### config.mk
export PLATFORM = sky130hd
export DESIGN_NAME = bva_modmul
export DESIGN_NICKNAME = d
export VERILOG_FILES = /design/src/rtl/bva_pkg.sv /design/src/rtl/bva_modmul.sv
export SDC_FILE = /design/constraint.sdc
export NUM_CORES = 2
export LEC_CHECK = 0
export ABC_AREA = 1
export ABC_CLOCK_PERIOD_IN_PS = 3300
export BUFFER_PORTS_ARGS = -buffer_cell sky130_fd_sc_hd__buf_2
export CORE_MARGIN = 2
export CORE_UTILIZATION = 60
export CTS_CLUSTER_SIZE = 10
export DETAILED_ROUTE_END_ITERATION = 8
export GPL_TIMING_DRIVEN = 0
export MAX_ROUTING_LAYER = met4
export PLACE_DENSITY = 0.77
export SLEW_MARGIN = 20
export SYNTH_ARGS = -nofsm -noshare
export SYNTH_HDL_FRONTEND = slang
export SYNTH_SLANG_ARGS = --single-unit
export TNS_END_PERCENT = 1
### constraint.sdc
create_clock -name clk -period 3.3 [get_ports clk]
set_input_delay 0.66 -clock clk [delete_from_list [all_inputs] [get_ports clk]]
set_output_delay 0.66 -clock clk [all_outputs]
set_load 0.05 [all_outputs]
### src/rtl/bva_pkg.sv
// ----------------------------------------------------------------------------
// bva_pkg: shared definitions of the bordered Vandermonde alignment block
// Sizes, register indexes, status codes and the request bundle that the
// sequencer hands to the modular multiplier.
// ----------------------------------------------------------------------------
package bva_pkg;

	// Store and subset sizes.
	localparam int unsigned MAX_POINTS = 16;
	localparam int unsigned MAX_TUPLE  = 8;
	localparam int unsigned WORD_W     = 32;
	localparam int unsigned PROD_W     = 2 * WORD_W;
	localparam int unsigned STEP_W     = $clog2(PROD_W);
	localparam int unsigned PTR_W      = $clog2(MAX_POINTS);
	localparam int unsigned CNT_W      = $clog2(MAX_POINTS + 1);
	localparam int unsigned IDX_W      = $clog2(MAX_TUPLE);
	localparam int unsigned TUP_W      = $clog2(MAX_TUPLE + 1);
	localparam int unsigned COL_W      = 3;
	localparam int unsigned ROW_W      = 3 * WORD_W;

	// Register reset values and field limits.
	localparam logic [WORD_W-1:0] RESET_MODULUS = 32'd2013265921;
	localparam logic [WORD_W-1:0] MIN_MODULUS   = 32'd3;
	localparam logic [COL_W-1:0]  RESET_COLUMNS = 3'd1;

	// Configuration register indexes.
	localparam logic [1:0] CFG_MODULUS = 2'd0;
	localparam logic [1:0] CFG_COLUMNS = 2'd1;

	// Result status codes.
	localparam logic [1:0] STATUS_OK   = 2'd0;
	localparam logic [1:0] STATUS_FEW  = 2'd1;
	localparam logic [1:0] STATUS_MANY = 2'd2;

	// One request to the modular multiplier.
	typedef struct packed {
		logic              start;
		logic [WORD_W-1:0] a;
		logic [WORD_W-1:0] b;
	} mul_req_t;

endpackage

### src/rtl/bva_modmul.sv
// ----------------------------------------------------------------------------
// bva_modmul: multi-cycle modular multiplier
// Registers the full product on start, then reduces it modulo p one bit per
// cycle by shift and conditional subtract. The result is valid with done.
// ----------------------------------------------------------------------------
module bva_modmul (
	input  logic                          clk,
	input  logic                          arst_n,
	input  bva_pkg::mul_req_t             req,
	input  logic [bva_pkg::WORD_W-1:0]    modulus,
	output logic                          done,
	output logic [bva_pkg::WORD_W-1:0]    result
);
	import bva_pkg::*;

	logic [PROD_W-1:0] prod_q;
	logic [WORD_W-1:0] rem_q;
	logic [STEP_W-1:0] step_q;
	logic              busy_q;
	logic              done_q;
	logic [WORD_W:0]   shifted;
	logic [WORD_W:0]   diff;
	logic [WORD_W-1:0] rem_nx;

	// One reduction step: bring in the next product bit and fold back below p.
	always_comb begin
		shifted = {rem_q, prod_q[PROD_W-1]};
		diff    = shifted - {1'b0, modulus};
		rem_nx  = (shifted >= {1'b0, modulus}) ? diff[WORD_W-1:0] : shifted[WORD_W-1:0];
	end

	// Product register and the bit-serial reduction.
	always_ff @(posedge clk or negedge arst_n) begin
		if (!arst_n) begin
			busy_q <= 1'b0;
			done_q <= 1'b0;
			step_q <= '0;
			prod_q <= '0;
			rem_q  <= '0;
		end else begin
			done_q <= 1'b0;
			if (req.start) begin
				prod_q <= {{WORD_W{1'b0}}, req.a} * {{WORD_W{1'b0}}, req.b};
				rem_q  <= '0;
				step_q <= '0;
				busy_q <= 1'b1;
			end else if (busy_q) begin
				prod_q <= {prod_q[PROD_W-2:0], 1'b0};
				rem_q  <= rem_nx;
				step_q <= step_q + STEP_W'(1);
				if (step_q == STEP_W'(PROD_W - 1)) begin
					busy_q <= 1'b0;
					done_q <= 1'b1;
				end
			end
		end
	end

	assign done   = done_q;
	assign result = rem_q;

endmodule

==> flow_summary.yaml <==
run_status:
  status: "finished with violations"
  violations: "negative setup slack"
sta:
  slew_viol_final: 0
  fin_skew_ns: 0.01168
  finalCriticalPeriod_ns: 6.877
  tightestPinTransition_ns: 0.9349
  final_hold_viol_count: 0
  setup_viol: 60
  finalCritPeriodShare_pct: 208.4
  fmax_mhz: 145.4
  worst_slack_ns: -3.577
  rsz0062_at_grt: "true"
  slew_headroom_pct: 37.67
  hold_ws_ns: 0.1192
critical_path:
  start_kind: "input port"
  crit_slowest_cell: "fa_2"
  ff2ff_path_depth: 6
  arrival_ns: 7.14
  cp-end-kind: "flip-flop"
  r2r_end: "prod_q[16]$_DFFE_PN0P_"
  path_buf_inv: 6
  critPathKind: "input port to flip-flop"
  r2r_slack_ns: 0.94
  path_max_fanout: 8
  timing.rr.start: "busy_q$_DFF_PN0_"
  max_stage_delay_ns: 0.63
  crit_family: "adder cells"
  cp.required_ns: 3.56
place:
  dpl.hpwl_mm: 127.5
  pre_cts_slack_ns: -4.823
  io_buffer_count: 130
  place_inst: 7065
  gp_congestion: 1.097
logic_synthesis:
  synth_top_area_cell: "fa_1"
  synthTopCellsByArea: "fa_1 42%, nand2_1 17%, inv_1 16%"
  ys.flop_type: "dfrtp_1"
  yosys-top-cells-count: "1,953 x nand2_1, 1,852 x inv_1, 897 x fa_1"
  ys_ff_latch: 104
  yosysMostFrequentCell: "nand2_1"
  synth.avg_cell_area_um2: 7.168
  yosys_warnings: 0
  synth_edf_count: 0
  async_flop_share_pct: 100.0
  yosysSeqAreaShare_pct: 6.067
  synthesis.instances: 5984
  synth_cell_types: 38
  synth_fp_nets: 7276
  synth.top_cell.area_share_pct: 41.86
  netlist_area_um2: 42890
clock_tree:
  clkTransAtPathRegs_ns: 0.08
  htree_levels: 3
  cts_buffers: 9
  cts_hold_buf: 0
  clockBufferDepth: 2
  tritoncts: "done"
  root_buffer: "clkbuf_16"
  worstSkewPairLatency_ns: 0.38
  clock-sinks: 104
hold_path:
  hold_class: "input port to asynchronous set/reset pin"
floorplan:
  ios: 132
  initial_core_util_pct: 60.31
  rows: 98
  die_h_um: 271.4
  coreArea_um2: 71120
  dieArea_um2: 73650
  die-width_um: 271.4
global_route:
  grt_pass1_wl_mm: 243.2
  grt_max_degree: 85
  grt_pass1_vias: 40535
  grtUsageTotal_pct: 46.13
  antenna_found_initial: 4
  overflow: 0
layout:
  drive_gt1_share_pct: 12.66
  final_core_util_pct: 70.56
  nets: 7521
  num-fill-cells: 5763
  final_cells: 7187
  area_delta_synth_final_pct: 16.98
routing:
  ant_nets: 0
  wl_per_cell_um: 22.39
  drtIter0Drc: 4411
  wl_mm: 160.9
  via_per_inst: 5.508
  drc_errors: 0
  dr.pass1.iters: 6
  vias: 39585
job:
  maxCapViolCount: 0
final cells by class:
type | count | area, um2 | share of cell area (%)
inverters | 1855 | 6963 | 13.88
clock inverters | 7 | 91.34 | 0.1820
well taps | 950 | 1189 | 2.369
diodes | 3 | 7.507 | 0.01496
repair buffers | 234 | 1831 | 3.648
clock buffers | 9 | 225.2 | 0.4488
multi-input cells | 3793 | 33850 | 67.45
plain buffers | 232 | 3423 | 6.822
flip-flops and latches | 104 | 2603 | 5.186
per-layer routing:
| metal | part of all wire [%] | vias to the layer above | GRT usage, % |
|---|---|---|---|
| met5 | 0 | - | - |
| met4 | 8.3 | 0 | 28.38 |
| met3 | 14 | 709 | 14.71 |
| met2 | 43 | 2552 | 67.39 |
| met1 | 35 | 19061 | 55.68 |
| li1 | - | 17263 | - |
flip-flops by register name, summed over array words and instances (netlist names):
| name | count |
|---|---|
| busy_q | 1 |
| done | 1 |
| result | 32 |
| step_q | 6 |
| prod_q | 64 |
cells in the final DEF (no fill, tap or decap), types with 5 or more instances in the layout:
cell type and instances:
fa_1 830, nor3_1 13, clkbuf_1 30, clkbuf_4 24
nand2_4 15, nand2_1 1860, nand4_1 17, clkbuf_8 67
or2_2 5, a21oi_1 94, nand3_1 115, buf_8 9
clkbuf_16 88, fa_2 67, o221ai_1 18, o21ai_1 18
o21ai_0 48, buf_12 13, nand3_2 19, nor3_2 5
a21oi_2 20, xnor2_1 16, ha_1 251, nor2_1 115
o211ai_1 5, buf_2 98, o21ai_2 10, inv_2 13
dfrtp_1 104, ha_4 39, buf_6 24, ha_2 6
nand3b_1 40, inv_1 1841, buf_4 110, nor2_4 18
o21bai_1 13, clkbuf_2 9, nor2_2 33, nand2_2 83
cell families (layout without fill, tap and decap cells):
kind of cell / after synthesis / count (layout) / synth area share (%)
AO/OA/AOI/OAI: 235 / 235 / 3.063
XOR/XNOR: 20 / 20 / 0.4083
adder cells (fa/ha/maj): 1193 / 1193 / 50.50
buffers and inverters: 2087 / 2337 / 18.36
flip-flops: 104 / 104 / 6.067
other: 0 / 3 / 0
AND/OR/NAND/NOR: 2345 / 2345 / 21.61
stage by stage:
step                      setup TNS [ns]  instance area, um2
final                            -185.28               50180
after global routing             -194.41               50180
after global placement           -254.39               45310
after CTS                        -179.86               49780
after floorplan                  -161.80               43470
after detailed placement         -255.39               45350
timing repair:
action / 4_1_cts / 5_1_grt
gates cloned: 4 / 0
setup buffers: 99 / 0
pin swaps: 178 / 34
gates resized for setup: 759 / 111
setup endpoints to repair: 61 / 60
how the worst max path moves through the flow:
stage             from                endpoint  slack [ns]  cells past startpoint
6_report       req[43]  prod_q[63]$_DFFE_PN0P_       -3.58                     29
5_1_grt        req[22]  prod_q[49]$_DFFE_PN0P_       -3.72                     28
4_1_cts        req[53]  prod_q[63]$_DFFE_PN0P_       -3.37                     29
3_5_place_dp   req[45]  prod_q[27]$_DFFE_PN0P_       -4.82                     23
3_3_place_gp   req[45]  prod_q[27]$_DFFE_PN0P_       -4.82                     23
2_1_floorplan  req[37]  prod_q[33]$_DFFE_PN0P_       -3.05                     29
Power is left out: the tool's default activity adds up to more than one toggle a clock period on the data nets, which glitch-free logic cannot reach.
