`src/rtl/bva_ram.sv`:
```
// ----------------------------------------------------------------------------
// bva_ram: generic single-clock RAM
// One write port and one read port; the read data is registered.
// ----------------------------------------------------------------------------
module bva_ram #(
	parameter int unsigned WIDTH = 32,
	parameter int unsigned DEPTH = 16
) (
	input  logic                     clk,
	input  logic                     we,
	input  logic [$clog2(DEPTH)-1:0] waddr,
	input  logic [WIDTH-1:0]         wdata,
	input  logic [$clog2(DEPTH)-1:0] raddr,
	output logic [WIDTH-1:0]         rdata
);

	logic [WIDTH-1:0] mem [DEPTH];
	logic [WIDTH-1:0] rdata_q;

	// Write and registered read.
	always_ff @(posedge clk) begin
		if (we) begin
			mem[waddr] <= wdata;
		end
		rdata_q <= mem[raddr];
	end

	assign rdata = rdata_q;

endmodule

```
`config.mk`:
```
export PLATFORM = sky130hd
export DESIGN_NAME = bva_ram
export DESIGN_NICKNAME = d
export VERILOG_FILES = /design/src/rtl/bva_ram.sv
export SDC_FILE = /design/constraint.sdc
export NUM_CORES = 1
export LEC_CHECK = 0
export ABC_AREA = 0
export BUFFER_PORTS_ARGS = -buffer_cell sky130_fd_sc_hd__clkbuf_2
export CAP_MARGIN = 25
export CORE_UTILIZATION = 40
export DETAILED_ROUTE_END_ITERATION = 7
export PLACE_DENSITY = 0.58
export SLEW_MARGIN = 20
export SYNTH_ARGS = -nofsm -noshare
export SYNTH_HDL_FRONTEND = slang
export SYNTH_SLANG_ARGS = --single-unit
```
`constraint.sdc`:
```
create_clock -name clk -period 4.9 [get_ports clk]
set_input_delay 0.735 -clock clk [delete_from_list [all_inputs] [get_ports clk]]
set_output_delay 0.735 -clock clk [all_outputs]
set_load 0.1 [all_outputs]
```
==> results.json, run 1 <==
{
  "status": "finished, final reports clean",
  "die_y_um": 224.8,
  "required_ns": 5.37,
  "cts_buffer_depth": 3,
  "fin_crit_sh_pct": 46.44,
  "finalHoldViolations": 0,
  "r2r_slack_ns": 3.44,
  "synth_seq_cells": 544,
  "hold-worst-slack_ns": 0.5365,
  "pre_cts_ws_ns": 1.967,
  "end_kind": "flop",
  "dp.cells": 1560,
  "cts-resized-gates": 0,
  "report.final.slew_viol_count": 0,
  "relSlewSlack_pct": 32.15,
  "wire_per_inst_um": 24.79,
  "worst_setup_path_start_kind": "input port",
  "rows": 81,
  "min_to": "mem[2][10]",
  "leakagePower_uw": 0.007360,
  "holdCritStartpoint": "wdata[10]",
  "htreeDepth": 2,
  "syn_avg_cell_area_sq_um": 23.69,
  "insertion_delay_ns": 0.60,
  "yosys.area.top_type_share_pct": 77.44,
  "rr_startpoint": "mem[3][31]",
  "vias": 8844,
  "crit_type": "in2reg",
  "dr.first_iter.drc_count": 889,
  "grt_pass1_vias": 9275,
  "io_buffers": 73,
  "final_cells": 1661,
  "clk_pin_slew_ns": 0.06,
  "area_growth_syn_to_layout_pct": 15.75,
  "routed_wl_mm": 41.18,
  "path_max_fanout": 70,
  "grt_pass1_wl_mm": 61.10,
  "cts_root_buf": "clkbuf_16",
  "final_common_cell": "edfxtp_1",
  "drc": 0,
  "worstMarginPinSlew_ns": 1.015,
  "postCtsSetupBuffers": 0,
  "layout_common_cells": "edfxtp_1 (512), mux4_2 (128), clkbuf_2 (71)",
  "cap_violations": 0,
  "yosysTopAreaCell": "edfxtp_1",
  "core_area_sq_um": 48950,
  "syn_inst": 838,
  "diodes": 0,
  "drive_gt1_share_pct": 32.60,
  "grt-ovfl-total": 0,
  "vias_per_cell": 5.325,
  "setup-tns-final_ns": 0,
  "slowest_delay_ns": 0.64,
  "fmax_mhz": 439.5,
  "antenna_found_initial": 0,
  "hpwl_mm": 21.74,
  "ioPinCount": 74,
  "final_antenna_net_count": 0,
  "rr_worst_depth": 3,
  "cts_made_buffers": 54,
  "n_fill_cell": 4010,
  "hold_class": "in2reg",
  "syn_nets": 880,
  "gp_congestion": 0.6803,
  "synthTopCellsByArea": "edfxtp_1 (77%), mux4_2 (15%), dfxtp_1 (3.2%), a22oi_1 (2.4%), nand2_1 (0.62%)",
  "grt_max_degree": 71,
  "grt.total_usage_pct": 16.79,
  "whs_path_depth": 1,
  "rsz0062_at_grt": "false",
  "clock_sinks": 544,
  "crit_arrival_ns": 2.75,
  "finalPower_uw": 10050,
  "skew_ns": 0.01204,
  "crit_chain": "clkbuf_8, buf_4, mux4_2, a22oi_1, nand2_1",
  "syn_area_sq_um": 19850,
  "timing.final.ws_setup_ns": 2.625,
  "die_x_um": 224.8,
  "cts_tree": "built",
  "ys_seq_area_share_pct": 80.67,
  "setup_violations": 0,
  "firstDrtPassIters": 5,
  "nets": 994,
  "critPathSlowestCell": "clkbuf_8",
  "start_util_pct": 40.56,
  "r2r_end": "rdata[31]",
  "ys_warn_count": 0,
  "vdd_drop_max_uv": 255.9,
  "period_needed_ns": 2.275,
  "die-area_sq_um": 50530,
  "powerDensity_nw_per_um2": 437.2,
  "postCtsHoldBufs": 0,
  "ys_types": 18
}
==> final cells by class <==
cell class	count	area (sq um)	share of cell area, %
clock buffers	78	1555	6.767
repair buffers	101	599.3	2.608
multi-input cells	251	3750	16.32
flip-flops and latches	544	16020	69.69
clock inverters	23	231.5	1.007
well taps	664	830.8	3.615
==> worst max-delay path by stage <==
stage / startpoint / end / slack (ns) / cells after the start
2_1_floorplan: waddr[2] / mem[0][0] / 0.99 / 2
3_3_place_gp: raddr[0] / rdata[22] / 1.97 / 5
3_5_place_dp: raddr[0] / rdata[22] / 1.97 / 5
4_1_cts: raddr[0] / rdata[20] / 2.61 / 5
5_1_grt: raddr[0] / rdata[20] / 2.41 / 5
6_report: raddr[0] / rdata[8] / 2.62 / 5
==> flip-flops by register name, summed over array words and instances, names as in the netlist <==
signal  flops
mem       512
rdata      32
==> metal layers <==
| layer | vias up | track usage, % | share of wire [%] |
|---|---|---|---|
| li1 | 3801 | - | - |
| met1 | 4778 | 24.02 | 46 |
| met2 | 220 | 26.23 | 47 |
| met3 | 45 | 3.449 | 4.8 |
| met4 | 0 | 4.586 | 1.5 |
| met5 | - | 0 | 0 |
==> kinds of logic after synthesis <==
logic type / synth area share, %
DFF: 80.67
muxes: 14.52
AOI/OAI and AO/OA: 2.420
and+or+nand+nor: 1.273
buffers and inverters: 1.122
==> through the flow <==
step	area, sq um	utilization (%)
CTS	22980	46.95
detailed placement	21200	43.30
global route	22980	46.95
finish	22980	46.95
global placement	21200	43.30
floorplan	19850	-
==> Yosys cell counts <==
cell type / instances
a22oi_1: 64
and2_1: 1
buf_1: 9
buf_2: 4
buf_4: 11
buf_6: 2
clkbuf_1: 17
dfxtp_1: 32
edfxtp_1: 512
mux4_2: 128
nand2_1: 33
nand2b_1: 2
nand3_1: 1
nand3b_1: 2
nor2_1: 13
nor2b_1: 2
nor3_1: 4
or3b_2: 1
==> power breakdown <==
| group | total, uW | switching [uW] | internal, uW |
|---|---|---|---|
| sequential | 5230 | 30.2 | 5200 |
| combinational | 668 | 484 | 184 |
| clock | 4150 | 1690 | 2460 |
| total | 10000 | 2200 | 7840 |
==> critical path, delay by kind of cell <==
| kind | cells | cell delay [ns] |
|---|---|---|
| buffers and inverters | 2 | 1.08 |
| multiplexers | 1 | 0.54 |
| AO/OA/AOI/OAI | 1 | 0.20 |
| AND/OR/NAND/NOR | 1 | 0.08 |
(Power assumes the default switching activity.)
==> run 2, diff against run 1 <==
==> constraint.sdc (replaced) <==
create_clock -name clk -period 2.25 [get_ports clk]
set_input_delay 0.3375 -clock clk [delete_from_list [all_inputs] [get_ports clk]]
set_output_delay 0.3375 -clock clk [all_outputs]
set_load 0.1 [all_outputs]
==> results.json, run 2 (same netlist as run 1, synthesis figures left out) <==
{
  "cap_violations": 0,
  "cts_root_buf": "clkbuf_16",
  "fin_crit_sh_pct": 80.34,
  "critPathSlowestCell": "clkbuf_2",
  "dpl_cell_area_sq_um": 21590,
  "grt.total_usage_pct": 17.18,
  "status": "finished, final reports clean",
  "worstMarginPinSlew_ns": 0.5715,
  "routed_wl_mm": 42.22,
  "cts-resized-gates": 0,
  "final_cells": 1664,
  "skew_ns": 0.01989,
  "dr.first_iter.drc_count": 808,
  "htreeDepth": 2,
  "grt_max_degree": 33,
  "clock_sinks": 544,
  "antenna_found_initial": 2,
  "clk_pin_slew_ns": 0.06,
  "p_sw_share_pct": 22.14,
  "postLayoutCellArea_sq_um": 23290,
  "vdd_drop_max_uv": 648.5,
  "die-area_sq_um": 50530,
  "leakagePower_uw": 0.007441,
  "cts_buffer_depth": 3,
  "period_needed_ns": 1.808,
  "hold_class": "in2reg",
  "drive_gt1_share_pct": 32.80,
  "setup_violations": 0,
  "wire_per_inst_um": 25.37,
  "hpwl_mm": 20.57,
  "drc": 0,
  "powerDensity_nw_per_um2": 925.8,
  "postCtsSetupBuffers": 0,
  "crit_type": "reg2out",
  "p_clk_share_pct": 40.1,
  "area_growth_syn_to_layout_pct": 17.29,
  "ioPinCount": 74,
  "setup-tns-final_ns": 0,
  "report.final.slew_viol_count": 0,
  "firstDrtPassIters": 5,
  "finalHoldViolations": 0,
  "cts_tree": "built",
  "start_util_pct": 40.56,
  "gp_congestion": 0.6779,
  "slowest_delay_ns": 0.49,
  "rows": 81,
  "comb_power_share_pct": 7.0,
  "nets": 998,
  "relSlewSlack_pct": 61.82,
  "critPathTopFamily": "buffers and inverters",
  "power.internal_uw": 16790,
  "power_frac_seq_pct": 52.9,
  "pre_cts_ws_ns": 0.3416,
  "final_antenna_net_count": 0,
  "die_x_um": 224.8,
  "required_ns": 1.91,
  "final_common_cell": "edfxtp_1",
  "timing.final.ws_setup_ns": 0.4424,
  "largest_reg_flops": 512,
  "crit_chain": "clkbuf_2",
  "insertion_delay_ns": 0.59,
  "vias": 8992,
  "layout_common_cells": "edfxtp_1 (512), mux4_2 (128), clkbuf_2 (71)",
  "io_buffers": 73,
  "top_register": "mem",
  "worst_setup_path_start_kind": "flop",
  "core_area_sq_um": 48950,
  "fmax_mhz": 553.2,
  "grt_pass1_vias": 9526,
  "path_max_fanout": 1,
  "dp.cells": 1564,
  "diodes": 0,
  "hold-worst-slack_ns": 0.1436,
  "p_switching_uw": 4772,
  "path_buf_inv": 1,
  "vias_per_cell": 5.404,
  "rsz0062_at_grt": "false",
  "crit_arrival_ns": 1.47,
  "grt_pass1_wl_mm": 62.34,
  "postCtsHoldBufs": 0,
  "die_y_um": 224.8,
  "grt-ovfl-total": 0,
  "cts_made_buffers": 54,
  "end_kind": "output port"
}
==> run 2: cell count changes in the layout (fill, tap and decap cells not counted), moves of 3 or more <==
cell / delta
buf_12: +27
buf_4: -24
clkbuf_8: -3
clkinv_2: +4
nor3_2: -4
nor3_4: +4
==> run 2: final timing paths <==
check / startpoint / to / slack, ns / cells after the start
min reg2reg: mem[14][8] / rdata[8] / 0.66 / 3
min: wdata[10] / mem[3][10] / 0.14 / 1
max: rdata[31] / rdata[31] / 0.44 / 1
max reg2reg: mem[0][19] / rdata[19] / 0.94 / 3
==> run 2: through the flow <==
stage / util, % / total power, uW
2_1_floorplan: - / 12640
3_3_place_gp: 44.11 / 13130
3_5_place_dp: 44.11 / 13140
4_1_cts: 47.57 / 21770
5_1_grt: 47.57 / 22220
6_report: 47.57 / 21560
==> run 2: per-layer routing <==
layer	vias up	wire length, um	GRT usage (%)
li1	3817	-	-
met1	4887	19780	25.51
met2	217	19850	26.62
met3	67	1834	2.573
met4	4	727	4.608
met5	-	26	0
==> run 2: power by group through the flow <==
stage | Combinational [uW] | Sequential, uW | Clock [uW]
floorplan | 548 | 12100 | 0
global placement | 1510 | 11600 | 0
detailed placement | 1520 | 11600 | 0
CTS | 1530 | 11400 | 8840
global route | 1590 | 11400 | 9210
finish | 1500 | 11400 | 8650
==> run 2: cell type report <==
class                      count  area (sq um)
fill                        3981         25660
sequential                   544         16020
multi-input combinational    251          3775
clock buffer                  75          1471
timing repair buffer         105         970.9
tap                          664         830.8
clock inverter                25         222.7
==> run 3, diff against run 2 <==
--- a/config.mk
+++ b/config.mk
@@ -10,7 +10,7 @@
 export CAP_MARGIN = 25
 export CORE_UTILIZATION = 40
 export DETAILED_ROUTE_END_ITERATION = 7
-export PLACE_DENSITY = 0.58
+export PLACE_DENSITY = 0.6
 export SLEW_MARGIN = 20
 export SYNTH_ARGS = -nofsm -noshare
 export SYNTH_HDL_FRONTEND = slang
==> constraint.sdc (replaced) <==
create_clock -name clk -period 1.6 [get_ports clk]
set_input_delay 0.24 -clock clk [delete_from_list [all_inputs] [get_ports clk]]
set_output_delay 0.24 -clock clk [all_outputs]
set_load 0.1 [all_outputs]
==> results.json, run 3 (same netlist as run 1, synthesis figures left out) <==
{
  "grt_pass1_wl_mm": 63.44,
  "dr.max_layer_used": "met5",
  "finalHoldViolations": 0,
  "final_cells": 1705,
  "final_antenna_net_count": 0,
  "cts_tree": "built",
  "start_util_pct": 40.56,
  "cts_buffer_depth": 3,
  "powerDensity_nw_per_um2": 1281,
  "end_kind": "output port",
  "vias": 8977,
  "vdd_drop_max_uv": 738.6,
  "grt-ovfl-total": 0,
  "cts_made_buffers": 54,
  "grt_max_degree": 36,
  "p_switching_uw": 6792,
  "nets": 1037,
  "period_needed_ns": 1.545,
  "die_x_um": 224.8,
  "worst_setup_path_start_kind": "flop",
  "whs_path_depth": 1,
  "clk_pin_slew_ns": 0.06,
  "rows": 81,
  "postLayoutCellArea_sq_um": 23910,
  "core_area_sq_um": 48950,
  "comb_power_share_pct": 7.4,
  "hold_class": "in2reg",
  "area_growth_syn_to_layout_pct": 20.41,
  "path_buf_inv": 1,
  "clock_sinks": 544,
  "report.final.slew_viol_count": 0,
  "drc": 0,
  "skew_ns": 0.01555,
  "finalPower_uw": 30620,
  "wire_per_inst_um": 24.72,
  "path_max_fanout": 1,
  "io_buffers": 73,
  "cts_root_buf": "clkbuf_16",
  "crit_type": "reg2out",
  "required_ns": 1.36,
  "final_common_cell": "edfxtp_1",
  "drive_gt1_share_pct": 35.93,
  "rsz0062_at_grt": "false",
  "hold-worst-slack_ns": 0.04512,
  "cap_violations": 0,
  "crit_chain": "clkbuf_8",
  "r2r_slack_ns": 0.24,
  "grt.total_usage_pct": 17.39,
  "top_register": "mem",
  "power.internal_uw": 23820,
  "critPathTopFamily": "flip-flops",
  "dr_wl_met3_mm": 2.072,
  "fmax_mhz": 647.1,
  "power_frac_seq_pct": 52.4,
  "worstMarginPinSlew_ns": 0.4157,
  "postCtsHoldBufs": 0,
  "gp_congestion": 0.7084,
  "vias_per_cell": 5.265,
  "ioPinCount": 74,
  "die_y_um": 224.8,
  "status": "finished, final reports clean",
  "dp.cells": 1603,
  "wl_met2_mm": 20.79,
  "cp.depth": 1,
  "rr_worst_depth": 3,
  "hpwl_mm": 23.85,
  "critPathSlowestCell": "dfxtp_1",
  "slowest_delay_ns": 0.42,
  "die-area_sq_um": 50530,
  "antenna_found_initial": 3,
  "relSlewSlack_pct": 72.29,
  "drt-met1-wl_mm": 18.37,
  "setup_violations": 0,
  "p_clk_share_pct": 40.2,
  "dr.first_iter.drc_count": 878,
  "largest_reg_flops": 512,
  "grt_pass1_vias": 9668,
  "p_sw_share_pct": 22.18,
  "firstDrtPassIters": 5,
  "fin_crit_sh_pct": 96.58,
  "leakagePower_uw": 0.007733,
  "layout_common_cells": "edfxtp_1 (512), mux4_2 (128), a22oi_1 (64)",
  "diodes": 0,
  "crit_arrival_ns": 1.31,
  "insertion_delay_ns": 0.60,
  "dpl_cell_area_sq_um": 22060,
  "htreeDepth": 2,
  "routed_wl_mm": 42.15
}
run 3: cell types whose count changed in the layout (fill, tap and decap cells not counted), moves of 2 or more:
cell | previous run | this run
clkbuf_8 | 3 | 16
buf_12 | 28 | 41
clkbuf_2 | 71 | 39
buf_4 | 4 | 30
clkinv_2 | 11 | 7
clkinv_1 | 8 | 3
clkbuf_4 | 0 | 29
bufinv_16 | 4 | 2
run 3: through the flow:
stage / TNS (ns) / setup slack [ns] / util, %
floorplan: -30.32 / -0.3492 / -
global placement: -5.666 / -0.2012 / 45.07
detailed placement: -7.215 / -0.2047 / 45.07
CTS: 0 / 0.01168 / 48.84
global route: 0 / 0.02141 / 48.84
finish: 0 / 0.05467 / 48.84
run 3: final cells by class:
type	count	area [sq um]
repair buffers	144	1525
flip-flops and latches	544	16020
fillers	3890	25050
well taps	664	830.8
clock inverters	17	156.4
clock buffers	85	1588
multi-input cells	251	3790
run 3: metal layers:
layer	vias to the layer above	global-route usage, %
met3	73	3.044
met4	6	5.332
met1	4762	23.93
met2	242	28.39
met5	-	0
li1	3894	-
run 3: worst paths after layout:
| kind | startpoint | endpoint |
|---|---|---|
| max | rdata[31] | rdata[31] |
| max reg2reg | mem[3][2] | rdata[2] |
| min | wdata[13] | mem[14][13] |
| min reg2reg | mem[14][31] | rdata[31] |
run 3: power by group through the flow:
| stage | clock (uW) | sequential (uW) | combinational [uW] |
|---|---|---|---|
| after global placement | 0 | 16300 | 2240 |
| after floorplan | 0 | 17000 | 788 |
| final | 12300 | 16000 | 2280 |
| after CTS | 12600 | 16000 | 2320 |
| after detailed placement | 0 | 16300 | 2260 |
| after global routing | 13100 | 16100 | 2410 |
run 3: timing repair:
item,in CTS,in global routing
resized for setup,35,0
buffers inserted,0,0
endpoints found under the setup margin,32,0
